[src/hw/rtl/vn_pkg.sv]
// vn_pkg: shared constants, types and helpers for the vector normalizer
`default_nettype none
package vn_pkg;
  localparam int unsigned CompW  = 32;
  localparam int unsigned SumW   = 65;
  localparam int unsigned MagW   = 33;
  localparam int unsigned RootW  = 32;
  localparam int unsigned QuoW   = 31;
  localparam int unsigned NumW   = 62;
  localparam int unsigned UnitW  = 32;
  localparam logic [QuoW-1:0] UnitOne = QuoW'(1) << 30;

  typedef struct packed {
    logic signed [CompW-1:0] comp_a;
    logic signed [CompW-1:0] comp_b;
    logic signed [CompW-1:0] comp_c;
    logic signed [CompW-1:0] comp_d;
  } vec_in_t;

  typedef struct packed {
    logic [MagW-1:0]         magnitude;
    logic signed [UnitW-1:0] unit_a;
    logic signed [UnitW-1:0] unit_b;
    logic signed [UnitW-1:0] unit_c;
    logic signed [UnitW-1:0] unit_d;
    logic                    zero_length;
  } vec_out_t;

  // magnitude of a 32-bit two's complement value, 32 bits unsigned
  function automatic logic [CompW-1:0] abs32(input logic [CompW-1:0] v);
    abs32 = v[CompW-1] ? (~v + CompW'(1)) : v;
  endfunction
endpackage
`default_nettype wire

[src/hw/rtl/vn_sqrt_cell.sv]
// vn_sqrt_cell: one restoring square-root step, registered, carries operands along
`default_nettype none
module vn_sqrt_cell import vn_pkg::*; #(
  parameter int unsigned BIT = 31
) (
  input  wire logic                clk,
  input  wire logic                en,
  input  wire logic [63:0]         rem_i,
  input  wire logic [RootW-1:0]    root_i,
  input  wire logic [4*CompW-1:0]  comp_i,
  input  wire logic                big_i,
  output logic      [63:0]         rem_o,
  output logic      [RootW-1:0]    root_o,
  output logic      [4*CompW-1:0]  comp_o,
  output logic                     big_o
);
  // non-restoring-free form: trial = (2*root + 2^bit) << bit, compared with remainder
  logic [65:0] trial;
  logic        take;
  logic [63:0] rem_r;
  logic [RootW-1:0] root_r;
  logic [4*CompW-1:0] comp_r;
  logic big_r;

  assign trial = ({33'd0, root_i, 1'b0} + (66'd1 << BIT)) << BIT;
  assign take  = trial <= {2'b00, rem_i};

  always_ff @(posedge clk) begin
    if (en) begin
      rem_r  <= take ? rem_i - trial[63:0] : rem_i;
      root_r <= take ? (root_i | (RootW'(1) << BIT)) : root_i;
      comp_r <= comp_i;
      big_r  <= big_i;
    end
  end

  assign rem_o  = rem_r;
  assign root_o = root_r;
  assign comp_o = comp_r;
  assign big_o  = big_r;
endmodule
`default_nettype wire

[config.mk]
export PLATFORM = sky130hd
export DESIGN_NAME = vn_sqrt_cell
export DESIGN_NICKNAME = d
export VERILOG_FILES = /design/src/hw/rtl/vn_pkg.sv /design/src/hw/rtl/vn_sqrt_cell.sv
export SDC_FILE = /design/constraint.sdc
export NUM_CORES = 1
export LEC_CHECK = 0
export ABC_AREA = 1
export ABC_CLOCK_PERIOD_IN_PS = 1880
export BUFFER_PORTS_ARGS = -buffer_cell sky130_fd_sc_hd__buf_2
export CORE_UTILIZATION = 35
export DETAILED_ROUTE_END_ITERATION = 12
export PLACE_DENSITY = 0.73
export SLEW_MARGIN = 20
export SYNTH_ARGS = -nofsm -noshare
export SYNTH_HDL_FRONTEND = slang
export SYNTH_SLANG_ARGS = --single-unit
[constraint.sdc]
create_clock -name clk -period 1.88 [get_ports clk]
set_input_delay 0.188 -clock clk [delete_from_list [all_inputs] [get_ports clk]]
set_output_delay 0.188 -clock clk [all_outputs]
set_load 0.05 [all_outputs]
==> impl_metrics.toml, run 1 <==
[status]
status = "finished, violations left"
failed_checks = "negative setup slack"

[detailed_routing]
via_count = 10300
wl_per_cell_microns = 17.8
antenna_left = 0
routed_wl_microns = 39700
drc_errors = 0
via_per_inst = 4.61
drtPass1Iterations = 5
first_iter_violations = 661

[yosys]
synth_top_area_share = 0.637
yosys-top-cells-area = "edfxtp_1 (64%), nand2_1 (11%), ha_1 (7.3%), inv_1 (6.0%), nand3_1 (3.1%)"
syn_area_per_cell_sq_um = 10.6
yosysWarnings = 0
synth_edf_count = 225
seq_area_frac_synth = 0.637
synth_area_sq_um = 10600
netlist_top_cells_count = "nand2_1 (303), edfxtp_1 (225), inv_1 (169)"
synthFlopType = "edfxtp_1"
yosysMostFrequentCell = "nand2_1"
ys_types = 31
async_flop_share = 0
synthesis.nets = 1289
synth-seq-cells = 225
yosysTopAreaCell = "edfxtp_1"
synth_cells = 998

[layout]
layout-drive-gt1-share = 0.382
layout.nets = 2117
fillerInstances = 2454
final_cell_area_sq_um = 17600
area_growth_pct = 65.5

[sta]
tightestPinTransition_ns = 0.370
timing.final.crit_period_ns = 1.88
hold_violations = 0
finalSetupViolCount = 3
fmax_mhz = 531
finalCritPeriodShare = 1.00
fin_ws_ns = -0.00452
slew_headroom = 0.753
fin_tns_setup_ns = -0.00903
report.final.slew_viol_count = 0

[placed_design]
port_buffers = 451
place_hpwl_microns = 28200
gp_congestion = 0.885
dpl-instance-area_sq_um = 14500

[die]
start_util = 0.357
die_h_microns = 176
std_cell_rows = 63
chipWidth_microns = 176
core_area_sq_um = 29700
dieArea_sq_um = 31000
io_pins = 452

[power]
powerDensity_nw_per_um2 = 864
p_clk_frac = 0.301
p_seq_frac = 0.407
p_int_w = 0.0101
p_switching_w = 0.00505
p_leak_nw = 8.67
power_frac_comb = 0.292
ir_worst_vdd_mv = 0.539
swShare = 0.333

[grt]
grt_pass1_wl_microns = 56100
globalRouteTotalUtil = 0.240
grt-ovfl-total = 0
grt_pass1_vias = 10400
grt_antenna_before_repair = 8
grt_start_max_net_pins = 56

[clocking]
clockBufferDepth = 3
cts_tree = "yes"
cts_buffers = 24
htree_levels = 1
clock-sinks = 225
cts_root_buf = "clkbuf_16"
clkSlewWorstSetupHoldPaths_ns = 0.06

[setup_path]
cp_data_required_time_ns = 2.15
crit_arrival_ns = 2.16
crit_path_start_kind = "primary input"
cp-end-kind = "flop"
critPathMaxFanout = 8
critical_path_class = "primary input to flop"

[min_path]
hp-class = "primary input to flop"

[flow_run]
drv_cap = 0
-- placed cells by master (no fill, tap or decap), types with 7 or more instances in the layout --
master	instances
a21oi_1	25
a21oi_2	10
buf_12	7
buf_2	449
buf_4	156
clkbuf_16	25
dlygate4sd3_1	191
edfxtp_1	225
ha_1	56
inv_1	168
nand2_1	297
nand2_2	9
nand3_1	62
nor2_1	56
nor2_2	12
nor3_1	7
xor2_1	15
-- critical path: stages --
cell and delay [ns]:
clkbuf_4 0.15, inv_8 0.04, fa_2 0.60, nor2_4 0.06, o21ai_0 0.07, nand2_1 0.06
nor2_1 0.14, nand2_1 0.10, nor2_2 0.14, nand3_4 0.14, buf_4 0.18, clkbuf_16 0.16
nand3_1 0.06, nand2_1 0.06
-- stage by stage --
| stage | worst slack, ns | utilization | hold WS, ns | power [W] | instances |
|---|---|---|---|---|---|
| floorplan | -0.0591 | - | 0.287 | 0.00867 | 998 |
| global placement | -0.417 | 0.489 | 0.364 | 0.0101 | 1987 |
| detailed placement | -0.578 | 0.489 | 0.366 | 0.0102 | 1987 |
| CTS | 0.0404 | 0.579 | 0.00841 | 0.0151 | 2221 |
| global route | -0.0666 | 0.591 | 0.0451 | 0.0157 | 2238 |
| finish | -0.00452 | 0.591 | 0.0624 | 0.0152 | 2238 |
-- final cells by class --
type                       instances  area (sq um)  area share
antenna                            5          12.5    0.000713
clock buffer                      28           616      0.0351
clock inverter                    15           136     0.00777
inverter                         169           642      0.0366
multi-input combinational        597          3350       0.191
sequential                       225          6760       0.385
tap                              390           488      0.0278
timing repair buffer             809          5560       0.316
-- state kept, by name, indices dropped and copies added, names as in the netlist --
register	flops
rem_o	64
root_o	32
big_o	1
comp_o	128
-- metal layers --
metal,GRT usage,share of wire
met3,0.0478,0.073
met4,0.121,0.055
met5,0,0.0011
met1,0.248,0.35
met2,0.454,0.52
-- final timing paths --
kind       start          to  cells past startpoint  slack (ns)
max   root_i[30]   rem_o[61]                     14      -0.005
min   root_i[30]  root_o[30]                      2        0.06
-- logic make-up (layout without fill, tap and decap cells) --
family	count (synthesis)	count (layout)	synth area share
simple gates	465	468	0.181
flops	225	225	0.637
buf+inv	179	1021	0.0668
fa+ha+maj	64	64	0.0769
compound gates	49	49	0.0250
xor+xnor	16	16	0.0132
other cells	0	5	0
-- power by group through the flow --
| stage | clock network, W | logic (W) | registers, W |
|---|---|---|---|
| 2_1_floorplan | 0 | 0.000857 | 0.00781 |
| 3_3_place_gp | 0 | 0.00387 | 0.00625 |
| 3_5_place_dp | 0 | 0.00392 | 0.00626 |
| 4_1_cts | 0.00466 | 0.00426 | 0.00616 |
| 5_1_grt | 0.00484 | 0.00468 | 0.00621 |
| 6_report | 0.00456 | 0.00443 | 0.00618 |
-- timing repair --
| action | 4_1_cts | 5_1_grt |
|---|---|---|
| endpoints found under the setup margin | 10 | 32 |
| pin swaps | 0 | 15 |
| hold endpoints to repair | 191 | 2 |
| hold buffers | 191 | 2 |
| gates resized for setup | 1 | 51 |
| gates cloned | 0 | 4 |
| buffers inserted | 0 | 8 |
Note: power is estimated with default switching activity, not from simulation.
==> inputs of run 2 (changes only) <==
- SETUP_SLACK_MARGIN: not set -> 0.3
==> impl_metrics.toml, run 2 (synthesis gave the netlist of run 1 again) <==
[setup_path]
cp_data_required_time_ns = 2.15
critical_path_class = "primary input to flop"
crit_arrival_ns = 1.98
cp-end-kind = "flop"
critPathMaxFanout = 19
crit_path_start_kind = "primary input"

[sta]
hold_violations = 0
slew_headroom = 0.730
fin_ws_ns = 0.173
finalCritPeriodShare = 0.908
finalSetupViolCount = 0
rsz0062_at_grt = "yes"
fmax_mhz = 586
tightestPinTransition_ns = 0.405
timing.final.crit_period_ns = 1.71
report.final.slew_viol_count = 0

[layout]
layout-drive-gt1-share = 0.385
largest_reg_flops = 128
final_cell_area_sq_um = 17600
area_growth_pct = 66.1
final_common_cell = "buf_2"
instances_no_fill = 2229
final_cell_mix = "buf_2 (447), nand2_1 (280), edfxtp_1 (225)"
layout.nets = 2109
fin_util = 0.593

[power]
p_leak_nw = 8.67
ir_worst_vdd_mv = 0.575
powerDensity_nw_per_um2 = 898

[placed_design]
port_buffers = 451
dpl-instance-area_sq_um = 14600
gp_congestion = 0.902
place_hpwl_microns = 27300
dpl_worst_slack_ns = -0.469
dp.cells = 1986

[detailed_routing]
antenna_left = 0
drc_errors = 0
routed_wl_microns = 38900
first_iter_violations = 597
via_per_inst = 4.61
via_count = 10300
drtPass1Iterations = 5
wl_per_cell_microns = 17.5

[grt]
grt_start_max_net_pins = 53
grt_pass1_vias = 10300
globalRouteTotalUtil = 0.239
grt-ovfl-total = 0
grt_antenna_before_repair = 1
grt_pass1_wl_microns = 56300

[clocking]
cts_buffers = 25
clock-sinks = 225
htree_levels = 1
clockBufferDepth = 3
cts_tree = "yes"
cts_root_buf = "clkbuf_16"
clkSlewWorstSetupHoldPaths_ns = 0.06

[status]
status = "finished, final reports clean"

[die]
start_util = 0.357
core_area_sq_um = 29700
dieArea_sq_um = 31000
std_cell_rows = 63
io_pins = 452
chipWidth_microns = 176
die_h_microns = 176

[min_path]
hp-class = "primary input to flop"

[flow_run]
drv_cap = 0
-- run 2: routing by layer --
layer	track usage	vias up	wire length (microns)
met3	0.0418	101	2570
met2	0.440	457	20100
met1	0.264	4806	14200
met5	0	-	0
li1	-	4902	-
met4	0.120	0	2050
-- run 2: what timing repair did --
action                                 CTS  global route
setup buffers                            0             1
hold buffers                           193             0
setup endpoints to repair               33            33
endpoints found under the hold margin  193             0
resized for setup                        8            46
cloned                                   0             1
pin swaps                                4             7
-- run 2: where the power goes --
group / switching [W] / leakage, nW / internal, W / total (W)
clock: 0.00209 / 0.417 / 0.00315 / 0.00523
combinational: 0.00294 / 6.05 / 0.00146 / 0.00440
sequential: 0.000149 / 2.20 / 0.00604 / 0.00619
-- run 2: critical path, cell delays in order --
cell	delay, ns
buf_6	0.10
inv_8	0.03
fa_1	0.48
nor2_2	0.18
nand3_2	0.11
nor2_2	0.11
nand2_1	0.08
nor2_1	0.08
nand2_1	0.10
nand3_4	0.12
nand2_4	0.09
buf_12	0.17
nand2_1	0.08
nand2_1	0.05
-- run 2: path summary, 6_finish.rpt --
kind  startpoint         to  slack, ns  cells past startpoint
min    root_i[2]  root_o[2]       0.03                      2
max   root_i[30]  rem_o[52]       0.17                     14
-- run 2: final cells by class --
class                           count  area [sq um]
Fill cell                        2392         12100
Timing Repair Buffer              803          5500
Clock buffer                       28           637
Tap cell                          390           488
Sequential cell                   225          6760
Multi-Input combinational cell    594          3350
Antenna cell                        2          5.00
Clock inverter                     18           234
Inverter                          169           642
-- run 2: metrics by stage --
stage	setup TNS, ns	hold WS [ns]	power, W
floorplan	-1.76	0.287	0.00867
global placement	-13.99	0.365	0.0101
detailed placement	-14.00	0.366	0.0102
CTS	0	0.0144	0.0157
global route	0	0.0220	0.0164
finish	0	0.0344	0.0158
==> inputs of run 3 (changes only) <==
- CELL_PAD_IN_SITES_DETAIL_PLACEMENT: not set -> 1
- CELL_PAD_IN_SITES_GLOBAL_PLACEMENT: not set -> 2
- CORE_UTILIZATION: 35 -> 26
- PLACE_DENSITY: 0.73 -> 0.86
==> impl_metrics.toml, run 3 (synthesis gave the netlist of run 1 again) <==
[sta]
slew_headroom = 0.673
rsz0062_at_grt = "yes"
fin_tns_setup_ns = 0
hold_violations = 0
fmax_mhz = 569
finalCritPeriodShare = 0.934
fin_ws_ns = 0.124
report.final.slew_viol_count = 0
timing.final.crit_period_ns = 1.76
finalSetupViolCount = 0
tightestPinTransition_ns = 0.490

[die]
start_util = 0.265
chipWidth_microns = 204
io_pins = 452
core_area_sq_um = 40000
std_cell_rows = 73
dieArea_sq_um = 41600
die_h_microns = 204

[setup_path]
crit_chain = "buf_2 -> fa_2 -> nor2_4 -> o21ai_0 -> nand2_1 -> nor2_2 -> nand2_1 -> nor2_2 -> nand3_4 -> buf_12 -> nand3_1 -> nand2_1"
slowest_stage = "fa_2"
worst_path_most_repeated_cell = "nand2_1"
crit_cells = 12
cp_data_required_time_ns = 2.17
cp-end-kind = "flop"
crit_path_start_kind = "primary input"
max_stage_delay_ns = 0.63
critical_path_class = "primary input to flop"
path_buf_inv = 2
critPathTopFamily = "simple AND/OR/NAND/NOR gates"
crit_arrival_ns = 2.05
critPathMaxFanout = 21

[layout]
largest_reg_flops = 128
fillerInstances = 4605
final_cell_mix = "buf_2 (449), nand2_1 (294), edfxtp_1 (225)"
layout-drive-gt1-share = 0.387
layout.nets = 2124
area_growth_pct = 68.3
final_common_cell = "buf_2"
regArea_sq_um = 6760
multi_input_area_sq_um = 3370

[grt]
grt_start_max_net_pins = 50
grt_antenna_before_repair = 6
grt-ovfl-total = 0
globalRouteTotalUtil = 0.223
grt_pass1_vias = 11300
grt_pass1_wl_microns = 68800

[min_path]
hold_depth = 4
hp-class = "primary input to flop"
hp-start = "rem_i[56]"
hold_end = "rem_o[56]"

[detailed_routing]
via_per_inst = 4.38
via_count = 10400
first_iter_violations = 487
antenna_left = 0
drc_errors = 0
routed_wl_microns = 48500
drtPass1Iterations = 5
wl_per_cell_microns = 20.4

[power]
powerDensity_nw_per_um2 = 882
ir_worst_vdd_mv = 0.630
p_leak_nw = 8.69

[status]
status = "finished, final reports clean"

[clocking]
clock-sinks = 225
clkSlewWorstSetupHoldPaths_ns = 0.06
cts_root_buf = "clkbuf_16"
htree_levels = 1
clockBufferDepth = 3
cts_buffers = 27
cts_tree = "yes"

[flow_run]
drv_cap = 0

[placed_design]
gp_congestion = 0.790
place_hpwl_microns = 33900
port_buffers = 451
dpl_worst_slack_ns = -0.536
==> run 3: stage by stage <==
| stage | hold slack, ns | std cells | utilization | total power [W] | cell area (sq um) |
|---|---|---|---|---|---|
| CTS | 0.0357 | 2377 | 0.443 | 0.0157 | 17700 |
| global route | 0.0502 | 2380 | 0.446 | 0.0163 | 17800 |
| detailed placement | 0.367 | 2134 | 0.371 | 0.0103 | 14800 |
| floorplan | 0.287 | 998 | - | 0.00867 | 10600 |
| finish | 0.0615 | 2382 | 0.446 | 0.0157 | 17800 |
| global placement | 0.364 | 2134 | 0.371 | 0.0102 | 14800 |
==> run 3: metal layers <==
metal | vias to the layer above | wire length (microns) | part of all wire | global-route usage
li1 | 4937 | - | - | -
met5 | - | 13 | 0.00027 | 0
met2 | 347 | 25900 | 0.53 | 0.426
met3 | 99 | 2600 | 0.054 | 0.0399
met1 | 5038 | 18100 | 0.37 | 0.239
met4 | 2 | 1890 | 0.039 | 0.0906
==> run 3: repair_timing <==
item                                    in CTS  in global routing
setup buffers                                2                  0
cloned                                       0                  0
hold buffers                               193                  0
gates resized for setup                     23                 29
pin swaps                                    5                  4
endpoints found under the hold margin      193                  0
endpoints found under the setup margin      33                 33
==> run 3: how the worst max path moves through the flow <==
stage / startpoint / to / slack, ns
2_1_floorplan: root_i[30] / rem_o[33] / -0.06
3_5_place_dp: root_i[30] / rem_o[38] / -0.54
4_1_cts: root_i[31] / rem_o[36] / 0.18
5_1_grt: rem_i[63] / rem_o[63] / 0.05
6_report: rem_i[63] / rem_o[35] / 0.12
3_3_place_gp: root_i[8] / rem_o[63] / -0.47
==> run 3: tightest hold or removal path, delay by kind of cell <==
kind | cells | cell delay (ns)
buffers and inverters | 2 | 0.19
and+or+nand+nor | 2 | 0.12
==> run 3: cell type report <==
cell class | count | area share
Antenna cell | 5 | 0.000701
Multi-Input combinational cell | 594 | 0.189
Inverter | 169 | 0.0360
Sequential cell | 225 | 0.379
Clock buffer | 32 | 0.0389
Timing Repair Buffer | 816 | 0.313
Clock inverter | 16 | 0.00743
Tap cell | 525 | 0.0368
==> run 3: power by group <==
part | internal (W) | switching, W
registers | 0.00604 | 0.000164
clock network | 0.00280 | 0.00220
logic | 0.00148 | 0.00305
total | 0.0103 | 0.00541
